<file path="config.mk">
export PLATFORM = sky130hd
export DESIGN_NAME = der_tlv_stream_parser_core
export DESIGN_NICKNAME = d
export VERILOG_FILES = /design/src/design/dtsp_pkg.sv /design/src/design/dtsp_ram.sv /design/src/design/dtsp_step.sv /design/src/design/der_tlv_stream_parser_core.sv
export SDC_FILE = /design/constraint.sdc
export NUM_CORES = 1
export LEC_CHECK = 0
export BUFFER_PORTS_ARGS = -buffer_cell sky130_fd_sc_hd__buf_2
export CORE_UTILIZATION = 48
export DETAILED_ROUTE_END_ITERATION = 8
export PLACE_DENSITY = 0.62
export SYNTH_ARGS = -nofsm -noshare
export SYNTH_HDL_FRONTEND = slang
export SYNTH_SLANG_ARGS = --single-unit
</file>
<file path="constraint.sdc">
create_clock -name clk -period 22.8 [get_ports clk]
set_input_delay 2.28 -clock clk [delete_from_list [all_inputs] [get_ports clk]]
set_output_delay 2.28 -clock clk [all_outputs]
set_load 0.02 [all_outputs]
</file>
<file path="src/design/dtsp_pkg.sv">
// types and constants of the der tlv stream parser
// no dependencies
package dtsp_pkg;

  localparam logic [31:0] SAT32 = 32'hFFFF_FFFF;
  localparam logic [7:0]  LEN_LONG_FORM = 8'h80;

  // result kinds
  localparam logic [1:0] KIND_HEADER  = 2'd0;
  localparam logic [1:0] KIND_CONTENT = 2'd1;
  localparam logic [1:0] KIND_ERROR   = 2'd2;

  // error codes
  localparam logic [2:0] ERR_NONE       = 3'd0;
  localparam logic [2:0] ERR_LEN_OCTETS = 3'd1;
  localparam logic [2:0] ERR_INDEFINITE = 3'd2;
  localparam logic [2:0] ERR_TRUNCATED  = 3'd3;
  localparam logic [2:0] ERR_OVERRUN    = 3'd4;
  localparam logic [2:0] ERR_TOO_DEEP   = 3'd5;

  typedef enum logic [3:0] {
    PH_ID        = 4'b0001,
    PH_LEN_FIRST = 4'b0010,
    PH_LEN_MORE  = 4'b0100,
    PH_CONTENT   = 4'b1000
  } phase_t;

  typedef struct packed {
    logic [7:0] data_byte;
    logic       last_byte;
  } in_t;

  typedef struct packed {
    logic [1:0]  kind;
    logic [1:0]  tag_class;
    logic        constructed;
    logic [4:0]  tag_number;
    logic [31:0] content_length;
    logic [3:0]  depth;
    logic [7:0]  content_byte;
    logic [2:0]  error_code;
  } out_t;

  // parser state apart from the level stack
  typedef struct packed {
    phase_t      phase;
    logic [7:0]  held_id;
    logic [31:0] len_acc;
    logic [3:0]  octets_left;
    logic [31:0] byte_offset;
    logic [31:0] prim_end;
    logic        err_latched;
  } st_t;

  localparam st_t ST_RESET = '{
    phase:       PH_ID,
    held_id:     8'd0,
    len_acc:     32'd0,
    octets_left: 4'd0,
    byte_offset: 32'd0,
    prim_end:    32'd0,
    err_latched: 1'b0
  };

endpackage

</file>
<file path="src/design/dtsp_ram.sv">
// generic single-write, single-read ram with registered read data
// no dependencies
module dtsp_ram #(
  parameter int WIDTH = 32,
  parameter int DEPTH = 8,
  localparam int AW = (DEPTH > 1) ? $clog2(DEPTH) : 1
) (
  input  logic             clk,
  input  logic             we,
  input  logic [AW-1:0]    waddr,
  input  logic [WIDTH-1:0] wdata,
  input  logic [AW-1:0]    raddr,
  output logic [WIDTH-1:0] rdata
);

  logic [WIDTH-1:0] mem [DEPTH];

  // write port
  always_ff @(posedge clk) begin
    if (we) begin
      mem[waddr] <= wdata;
    end
  end

  // registered read port
  always_ff @(posedge clk) begin
    rdata <= mem[raddr];
  end

endmodule

</file>
<file path="src/design/dtsp_step.sv">
// per-byte decode: next parser state, stack push and result for one byte
// depends on dtsp_pkg
module dtsp_step import dtsp_pkg::*; #(
  parameter int MAX_DEPTH     = 8,
  parameter int LENGTH_OCTETS = 4,
  localparam int LW = $clog2(MAX_DEPTH + 1)
) (
  input  in_t              item,
  input  st_t              st,
  input  logic [LW-1:0]    level,
  input  logic [31:0]      top_end,
  input  logic [LW-1:0]    top_pop,
  output st_t              st_next,
  output logic [LW-1:0]    level_next,
  output logic             push_en,
  output logic [31:0]      push_end,
  output logic [LW-1:0]    push_pop,
  output logic             res_en,
  output out_t             res
);

  localparam logic [LW-1:0] MAX_LVL = LW'(MAX_DEPTH);
  localparam logic [LW-1:0] ONE_LVL = LW'(1);
  localparam logic [6:0]    MAX_OCT = 7'(LENGTH_OCTETS);

  logic [7:0]    b;
  logic [31:0]   n;
  logic          open;
  logic          hdr_over;
  logic          done;
  logic          closing;
  logic          hdr;
  logic          cnt;
  logic [2:0]    err;
  logic [32:0]   end_sum;
  logic [31:0]   end_v;
  logic [31:0]   eff_end;
  logic [LW-1:0] eff_pop;

  assign b        = item.data_byte;
  assign n        = (st.byte_offset == SAT32) ? SAT32 : st.byte_offset + 32'd1;
  assign open     = (level != '0);
  assign hdr_over = open && (st.byte_offset >= top_end);

  always_comb begin
    st_next    = st;
    level_next = level;
    push_en    = 1'b0;
    push_end   = 32'd0;
    push_pop   = '0;
    res_en     = 1'b0;
    res        = '0;
    done       = 1'b0;
    closing    = 1'b0;
    hdr        = 1'b0;
    cnt        = 1'b0;
    err        = ERR_NONE;
    end_sum    = 33'd0;
    end_v      = 32'd0;
    eff_end    = 32'd0;
    eff_pop    = '0;

    if (st.err_latched) begin
      // skip until the final byte of the buffer
      if (item.last_byte) begin
        st_next    = ST_RESET;
        level_next = '0;
      end
    end else begin
      // header and content phases
      case (st.phase)
        PH_ID: begin
          if (hdr_over) begin
            err = ERR_OVERRUN;
          end else begin
            st_next.held_id = b;
            st_next.phase   = PH_LEN_FIRST;
          end
        end
        PH_LEN_FIRST: begin
          if (hdr_over) begin
            err = ERR_OVERRUN;
          end else if (b < LEN_LONG_FORM) begin
            st_next.len_acc = {24'd0, b};
            done = 1'b1;
          end else if (b == LEN_LONG_FORM) begin
            err = ERR_INDEFINITE;
          end else if (b[6:0] > MAX_OCT) begin
            err = ERR_LEN_OCTETS;
          end else begin
            st_next.len_acc     = 32'd0;
            st_next.octets_left = b[3:0];
            st_next.phase       = PH_LEN_MORE;
          end
        end
        PH_LEN_MORE: begin
          if (hdr_over) begin
            err = ERR_OVERRUN;
          end else begin
            if (st.len_acc[31:24] != 8'd0) begin
              st_next.len_acc = SAT32;
            end else begin
              st_next.len_acc = {st.len_acc[23:0], b};
            end
            if (st.octets_left != 4'd0) begin
              st_next.octets_left = st.octets_left - 4'd1;
            end
            if (st_next.octets_left == 4'd0) begin
              done = 1'b1;
            end
          end
        end
        PH_CONTENT: begin
          cnt = 1'b1;
          if (n >= st.prim_end) begin
            st_next.phase = PH_ID;
            closing = 1'b1;
          end
        end
        default: begin
          st_next.phase = PH_ID;
        end
      endcase

      // header complete: check bounds and depth, open the element
      if (done) begin
        end_sum = {1'b0, n} + {1'b0, st_next.len_acc};
        end_v   = end_sum[32] ? SAT32 : end_sum[31:0];
        if (open && (end_v > top_end)) begin
          err = ERR_OVERRUN;
        end else if (st_next.held_id[5] && (level >= MAX_LVL)) begin
          err = ERR_TOO_DEEP;
        end else begin
          hdr = 1'b1;
          st_next.phase = PH_ID;
          if (st_next.held_id[5]) begin
            push_en    = 1'b1;
            push_end   = end_v;
            // an end equal to the parent's joins the parent's closing run
            push_pop   = (open && (end_v == top_end)) ? top_pop : level;
            level_next = level + ONE_LVL;
            if (st_next.len_acc == 32'd0) begin
              closing = 1'b1;
            end
          end else if (st_next.len_acc == 32'd0) begin
            closing = 1'b1;
          end else begin
            st_next.prim_end = end_v;
            st_next.phase    = PH_CONTENT;
          end
        end
      end

      // close every level that ends here in one step
      eff_end = push_en ? push_end : top_end;
      eff_pop = push_en ? push_pop : top_pop;
      if (closing && (level_next != '0) && (eff_end <= n)) begin
        level_next = eff_pop;
      end

      st_next.byte_offset = n;

      if ((err == ERR_NONE) && item.last_byte &&
          ((st_next.phase != PH_ID) || (level_next != '0))) begin
        err = ERR_TRUNCATED;
      end

      // result item
      res.tag_class   = st_next.held_id[7:6];
      res.constructed = st_next.held_id[5];
      res.tag_number  = st_next.held_id[4:0];
      if (err != ERR_NONE) begin
        res_en         = 1'b1;
        res.kind       = KIND_ERROR;
        res.depth      = 4'(level_next);
        res.error_code = err;
      end else begin
        res_en             = hdr || cnt;
        res.kind           = hdr ? KIND_HEADER : KIND_CONTENT;
        res.content_length = st_next.len_acc;
        res.depth          = 4'(level);
        res.content_byte   = cnt ? b : 8'd0;
      end

      // end of buffer returns to top level
      if (item.last_byte) begin
        st_next    = ST_RESET;
        level_next = '0;
      end else if (err != ERR_NONE) begin
        st_next.err_latched = 1'b1;
      end
    end
  end

endmodule

</file>
<file path="src/design/der_tlv_stream_parser_core.sv">
// channel  | signals                          | payload
// byte     | byte_valid / byte_ready          | byte_item (in_t)
// result   | res_valid / res_ready            | res_item (out_t)
//
// One byte per cycle sustained; a byte's result passes the input register, the
// decode and then the result register before it is presented. The stack read
// is launched from the next level with the state update, so it adds no delay.
// Synchronous reset returns to top level; the end-offset stack needs no
// clearing, an entry is only read after it was pushed.
// A stalled result holds its register; one more byte waits in the input
// register before byte_ready drops.
//
// depends on dtsp_pkg, dtsp_step, dtsp_ram
module der_tlv_stream_parser_core import dtsp_pkg::*; #(
  parameter int MAX_DEPTH     = 8,
  parameter int LENGTH_OCTETS = 4
) (
  input  logic clk,
  input  logic rst,
  input  logic byte_valid,
  output logic byte_ready,
  input  in_t  byte_item,
  output logic res_valid,
  input  logic res_ready,
  output out_t res_item
);

  localparam int LW = $clog2(MAX_DEPTH + 1);
  localparam int AW = (MAX_DEPTH > 1) ? $clog2(MAX_DEPTH) : 1;
  localparam int EW = LW + 32;

  logic          inq_valid;
  in_t           inq_item;
  logic          step_go;
  st_t           st;
  st_t           st_next;
  logic [LW-1:0] level;
  logic [LW-1:0] level_next;
  logic [LW-1:0] level_sel;
  logic [LW-1:0] level_m1;
  logic          push_en;
  logic [31:0]   push_end;
  logic [LW-1:0] push_pop;
  logic          step_res_en;
  out_t          step_res;
  logic          ram_we;
  logic [AW-1:0] ram_waddr;
  logic [AW-1:0] ram_raddr;
  logic [EW-1:0] ram_wdata;
  logic [EW-1:0] ram_rdata;
  logic          fwd;
  logic [EW-1:0] fwd_data;
  logic [EW-1:0] top_entry;

  assign step_go    = inq_valid && (!res_valid || res_ready);
  assign byte_ready = !inq_valid || step_go;

  // input register
  always_ff @(posedge clk) begin
    if (rst) begin
      inq_valid <= 1'b0;
    end else if (byte_ready) begin
      inq_valid <= byte_valid;
    end
  end

  always_ff @(posedge clk) begin
    if (byte_ready && byte_valid) begin
      inq_item <= byte_item;
    end
  end

  // top of the end-offset stack, with write forwarding
  assign top_entry = fwd ? fwd_data : ram_rdata;

  dtsp_step #(
    .MAX_DEPTH     (MAX_DEPTH),
    .LENGTH_OCTETS (LENGTH_OCTETS)
  ) u_step (
    .item       (inq_item),
    .st         (st),
    .level      (level),
    .top_end    (top_entry[31:0]),
    .top_pop    (top_entry[EW-1:32]),
    .st_next    (st_next),
    .level_next (level_next),
    .push_en    (push_en),
    .push_end   (push_end),
    .push_pop   (push_pop),
    .res_en     (step_res_en),
    .res        (step_res)
  );

  // parser state
  always_ff @(posedge clk) begin
    if (rst) begin
      st    <= ST_RESET;
      level <= '0;
    end else if (step_go) begin
      st    <= st_next;
      level <= level_next;
    end
  end

  // stack memory: read address follows the level of the next cycle
  assign level_sel = step_go ? level_next : level;
  assign level_m1  = level_sel - LW'(1);
  assign ram_raddr = level_m1[AW-1:0];
  assign ram_we    = step_go && push_en;
  assign ram_waddr = level[AW-1:0];
  assign ram_wdata = {push_pop, push_end};

  dtsp_ram #(
    .WIDTH (EW),
    .DEPTH (MAX_DEPTH)
  ) u_stack (
    .clk   (clk),
    .we    (ram_we),
    .waddr (ram_waddr),
    .wdata (ram_wdata),
    .raddr (ram_raddr),
    .rdata (ram_rdata)
  );

  always_ff @(posedge clk) begin
    if (rst) begin
      fwd <= 1'b0;
    end else begin
      fwd <= ram_we && (ram_waddr == ram_raddr);
    end
  end

  always_ff @(posedge clk) begin
    fwd_data <= ram_wdata;
  end

  // result register
  always_ff @(posedge clk) begin
    if (rst) begin
      res_valid <= 1'b0;
    end else if (step_go && step_res_en) begin
      res_valid <= 1'b1;
    end else if (res_ready) begin
      res_valid <= 1'b0;
    end
  end

  always_ff @(posedge clk) begin
    if (step_go && step_res_en) begin
      res_item <= step_res;
    end
  end

endmodule

</file>
==> summary.md <==
| Metric | Value |
|---|---|
| Status | `finished, final reports clean` |
| Final routed wire length divided by cell count | `21.2 um` |
| Setup TNS Final | `0 ns` |
| Prevailing post-synth register cell | `edfxtp_1` |
| Pre-antenna DRT Iters | `6` |
| Family of cells with the greatest summed delay on the critical path | `compound AO/OA/AOI/OAI gates` |
| Global placer's final weighted congestion | `0.982` |
| Number of max-capacitance violations reported | `0` |
| Deepest clock path buffer count | `3` |
| Antenna Diode Count | `0` |
| Number of hold buffers added after CTS | `0` |
| Main area contributors after synthesis | `edfxtp_1, dfxtp_1, ha_1` |
| Global routing usage summed across all routing layers | `~24%` |
| DPL Wire Length | `49,200 um` |
| Overall power after layout | `2.03 mW` |
| Vias in the first global route | `roughly 19,000` |
| Cells after Synth | `roughly 2,600` |
| Post-CTS sizing | `0` |
| Worst-case vdd ir drop | `between 0.06 and 0.07 mV` |
| Number of top-level design ports | `72` |
| Most frequent cell after synthesis | `edfxtp_1` |
| Total die area | `slightly below 60,000 um2` |
| Library cell contributing the largest single delay on the critical path | `nor2b_4` |
| Starting density of the core | `slightly below 50%` |
| CP max stage delay | `approximately 0.84 ns` |
| Startpoint of the worst setup timing path | `fwd$_SDFF_PP0_` |
| Wire length of the first global-routing pass | `111,000 um` |
| EDFF count, synth | `~350` |
| Kind of end point of the critical path | `flip-flop` |
| Die W | `242 um` |
| Biggest fanout along the worst timing path | `50` |
| First DRT Iteration DRCs | `roughly 1,600` |
| Classification of the worst-slack hold path | `reg2reg` |
| Total of endpoints with negative setup slack in the final report | `0` |
| Global route overflow | `0` |
| DRC | `0` |
| Post-layout minimum cycle time | `between 15 and 20 ns` |
| Net Count, Synth | `2,760` |
| Post-Synthesis Mean Instance Area | `10.7 um2` |
| Leakage | `between 10 and 15 nW` |
| Unrepaired setup endpoints after global routing | `false` |
| Antenna violations before repair | `0` |
| Vias per Instance | `around 5.9` |
| Part of the Yosys area used for sequential elements | `52.6%` |
| Overall via count from detail_route | `around 20,000` |
| Required arrival time at the worst endpoint | `~23 ns` |
| Origin of the critical flop-to-flop path | `fwd$_SDFF_PP0_` |
| IO buf count | `71` |
| Count of distinct cell types in the synthesized netlist | `86` |
| Highest clock frequency the design can meet | `roughly 57 MHz` |
| Post-CTS setup buffer count | `0` |
| Category of the critical setup timing path | `reg2reg` |
| Number of failing hold endpoints at the final stage | `0` |
| Most frequent cells after synthesis | `edfxtp_1, nor2_1, nand2_1` |
| Post-route fraction of the period consumed by the critical path | `between 70 and 80%` |
| Worst Setup Start Kind | `flip-flop` |
| Async set or reset register ratio after synthesis | `0%` |
| CORE AREA | `approximately 56,000 um2` |
| Total standard cell area after synthesis | `roughly 28,000 um2` |
| Root buf cell | `clkbuf_16` |
| Largest net degree at the start of global routing | `about 110` |
| Wirelength, routed | `just over 70,000 um` |
| Buf+Inv Stages, Crit Path | `7` |
| Largest area contributor in the synthesized netlist | `edfxtp_1` |
| Register cell area after layout | `14,500 um2` |
| Yosys reg bits | `546` |
| Layout overhead on the synthesized area | `10.9%` |
| Final antenna-violating net count | `0` |
| Count of pins over their slew limit | `0` |
| CTS sink cnt | `546` |
| Total Nets Final | `about 2,800` |
| Depth of the worst register-to-register path | `between 50 and 60` |
| Crit Reg-Reg Endpoint | `u_stack.rdata[16]$_DFF_P_` |
| Top-area cell type share of the netlist area | `around 39%` |
| Crit path depth | `56` |
| Final setup skew | `0.0334 ns` |
| Actual slew at the worst max-slew pin | `around 1.2 ns` |
| Warnings, synthesis | `0` |
| Clock Latency Late Sink | `0.64 ns` |
| Relative max-transition margin | `~19%` |
| Area of the multi-input gates | `roughly 12,000 um2` |
| Data arrival time of the critical path | `about 18 ns` |
| Share of layout cells above drive strength 1 | `a little under an eighth` |
| Filler cells | `4,951` |
| Setup slack of the most critical reg-to-reg path | `5.27 ns` |
| Vertical extent of the die | `around 240 um` |
| Clock transition at the registers of the reported paths | `about 0.060 ns` |
| Crit path capture | `u_stack.rdata[16]$_DFF_P_` |
| Cell occurring most often along the worst timing path | `buf_4` |
| Power per unit of standard cell area | `~66 nW/um2` |
| Worst Hold Slack | `roughly 0.46 ns` |
| Clock buffers created by TritonCTS | `57` |
| Std-Cell Rows | `87` |
| Number of levels in the clock H-tree | `2` |
| TritonCTS clock tree | `done` |
## worst register-to-register path, delay by kind of cell (launching register included)
family,cells,cell delay [ns]
muxes,3,0.93
buffers and inverters,7,2.68
AOI/OAI and AO/OA,27,7.31
DFF,1,0.40
adders and majority gates,6,1.87
and+or+nand+nor,12,4.10
xor gates and xnor gates,1,0.14
## state kept, by name (all words and copies together) (netlist names)
signal,count
fwd_data,36
inq_valid,1
res_item,57
inq_item,9
fwd,1
u_stack.rdata,36
st,113
level,4
res_valid,1
u_stack.mem,288
## cells in the final DEF, fill, tap and decap left out, types with 6 or more instances in the layout
master     instances
nand3_1           27
or4_1              6
and2_1            41
buf_2             71
nand2_1          252
and3_1            27
buf_4             37
nand2b_1          80
nor2b_1           17
a21oi_1          199
a211oi_1          17
nor2_1           259
a22oi_1           61
xnor2_1           36
and4_1             7
o21bai_1           7
o21ai_1            8
nor3_1            32
or3_1             10
ha_1             164
inv_1            115
nand4_1           26
nor4_1            14
clkbuf_1          18
o21a_1            23
a221oi_2          70
clkbuf_16         58
edfxtp_1         354
nor3_2             6
o21ai_0          135
clkinv_2          15
xor2_1            20
dfxtp_1          191
mux2i_1           92
o211ai_1           7
a21o_1            35
## cell type report
cell class                 instances  area share (%)
tap                              756            3.10
multi-input combinational       1784            39.8
timing repair buffer             108            2.07
inverter                         117            1.44
clock buffer                      81            5.20
sequential                       546            47.4
clock inverter                    27            1.00
## through the flow
stage                     util (%)  cell area [um2]  setup WS (ns)  cells
after floorplan                  -            27500           9.68   2581
after global placement        50.7            28600           5.66   3311
after detailed placement      50.7            28600           5.38   3311
after CTS                     54.0            30500           5.36   3419
after global routing          54.0            30500           4.23   3419
final                         54.0            30500           5.27   3419
## routing by layer
metal  global-route usage [%]  up-vias  wire length, um
met2                     38.9      625            33400
met1                     34.2     9797            32900
li1                         -     9490                -
met3                     3.00      126             3880
met5                        0        -                0
met4                     8.32        0             2270
## cells by family (layout without fill, tap and decap cells)
| kind of cell | Yosys count | after routing | share of synthesized area (%) |
|---|---|---|---|
| XOR/XNOR | 57 | 57 | 1.81 |
| AO/OA/AOI/OAI | 628 | 628 | 16.3 |
| adder cells (fa/ha/maj) | 166 | 166 | 7.57 |
| buffers and inverters | 251 | 333 | 3.75 |
| AND/OR/NAND/NOR | 834 | 834 | 14.3 |
| flip-flops | 546 | 546 | 52.6 |
| multiplexers | 99 | 99 | 3.64 |
## worst min-delay path by stage
stage                        startpoint             endpoint  slack [ns]  cells past startpoint
floorplan           st[10]$_SDFFE_PP0P_  st[10]$_SDFFE_PP0P_        0.43                      2
global placement     st[2]$_SDFFE_PP0P_   st[2]$_SDFFE_PP0P_        0.44                      2
detailed placement  st[31]$_SDFFE_PP0P_  st[31]$_SDFFE_PP0P_        0.44                      2
CTS                 st[23]$_SDFFE_PP0P_  st[23]$_SDFFE_PP0P_        0.46                      2
global route        st[24]$_SDFFE_PP0P_  st[24]$_SDFFE_PP0P_        0.48                      2
finish              st[23]$_SDFFE_PP0P_  st[23]$_SDFFE_PP0P_        0.46                      2
## power by group
group,total (mW),internal [mW],switching [mW]
registers,1.05,1.05,0.00369
clock network,0.935,0.534,0.400
logic,0.0422,0.0112,0.0310
total,2.03,1.59,0.435
Note: power is estimated with default switching activity, not from simulation.
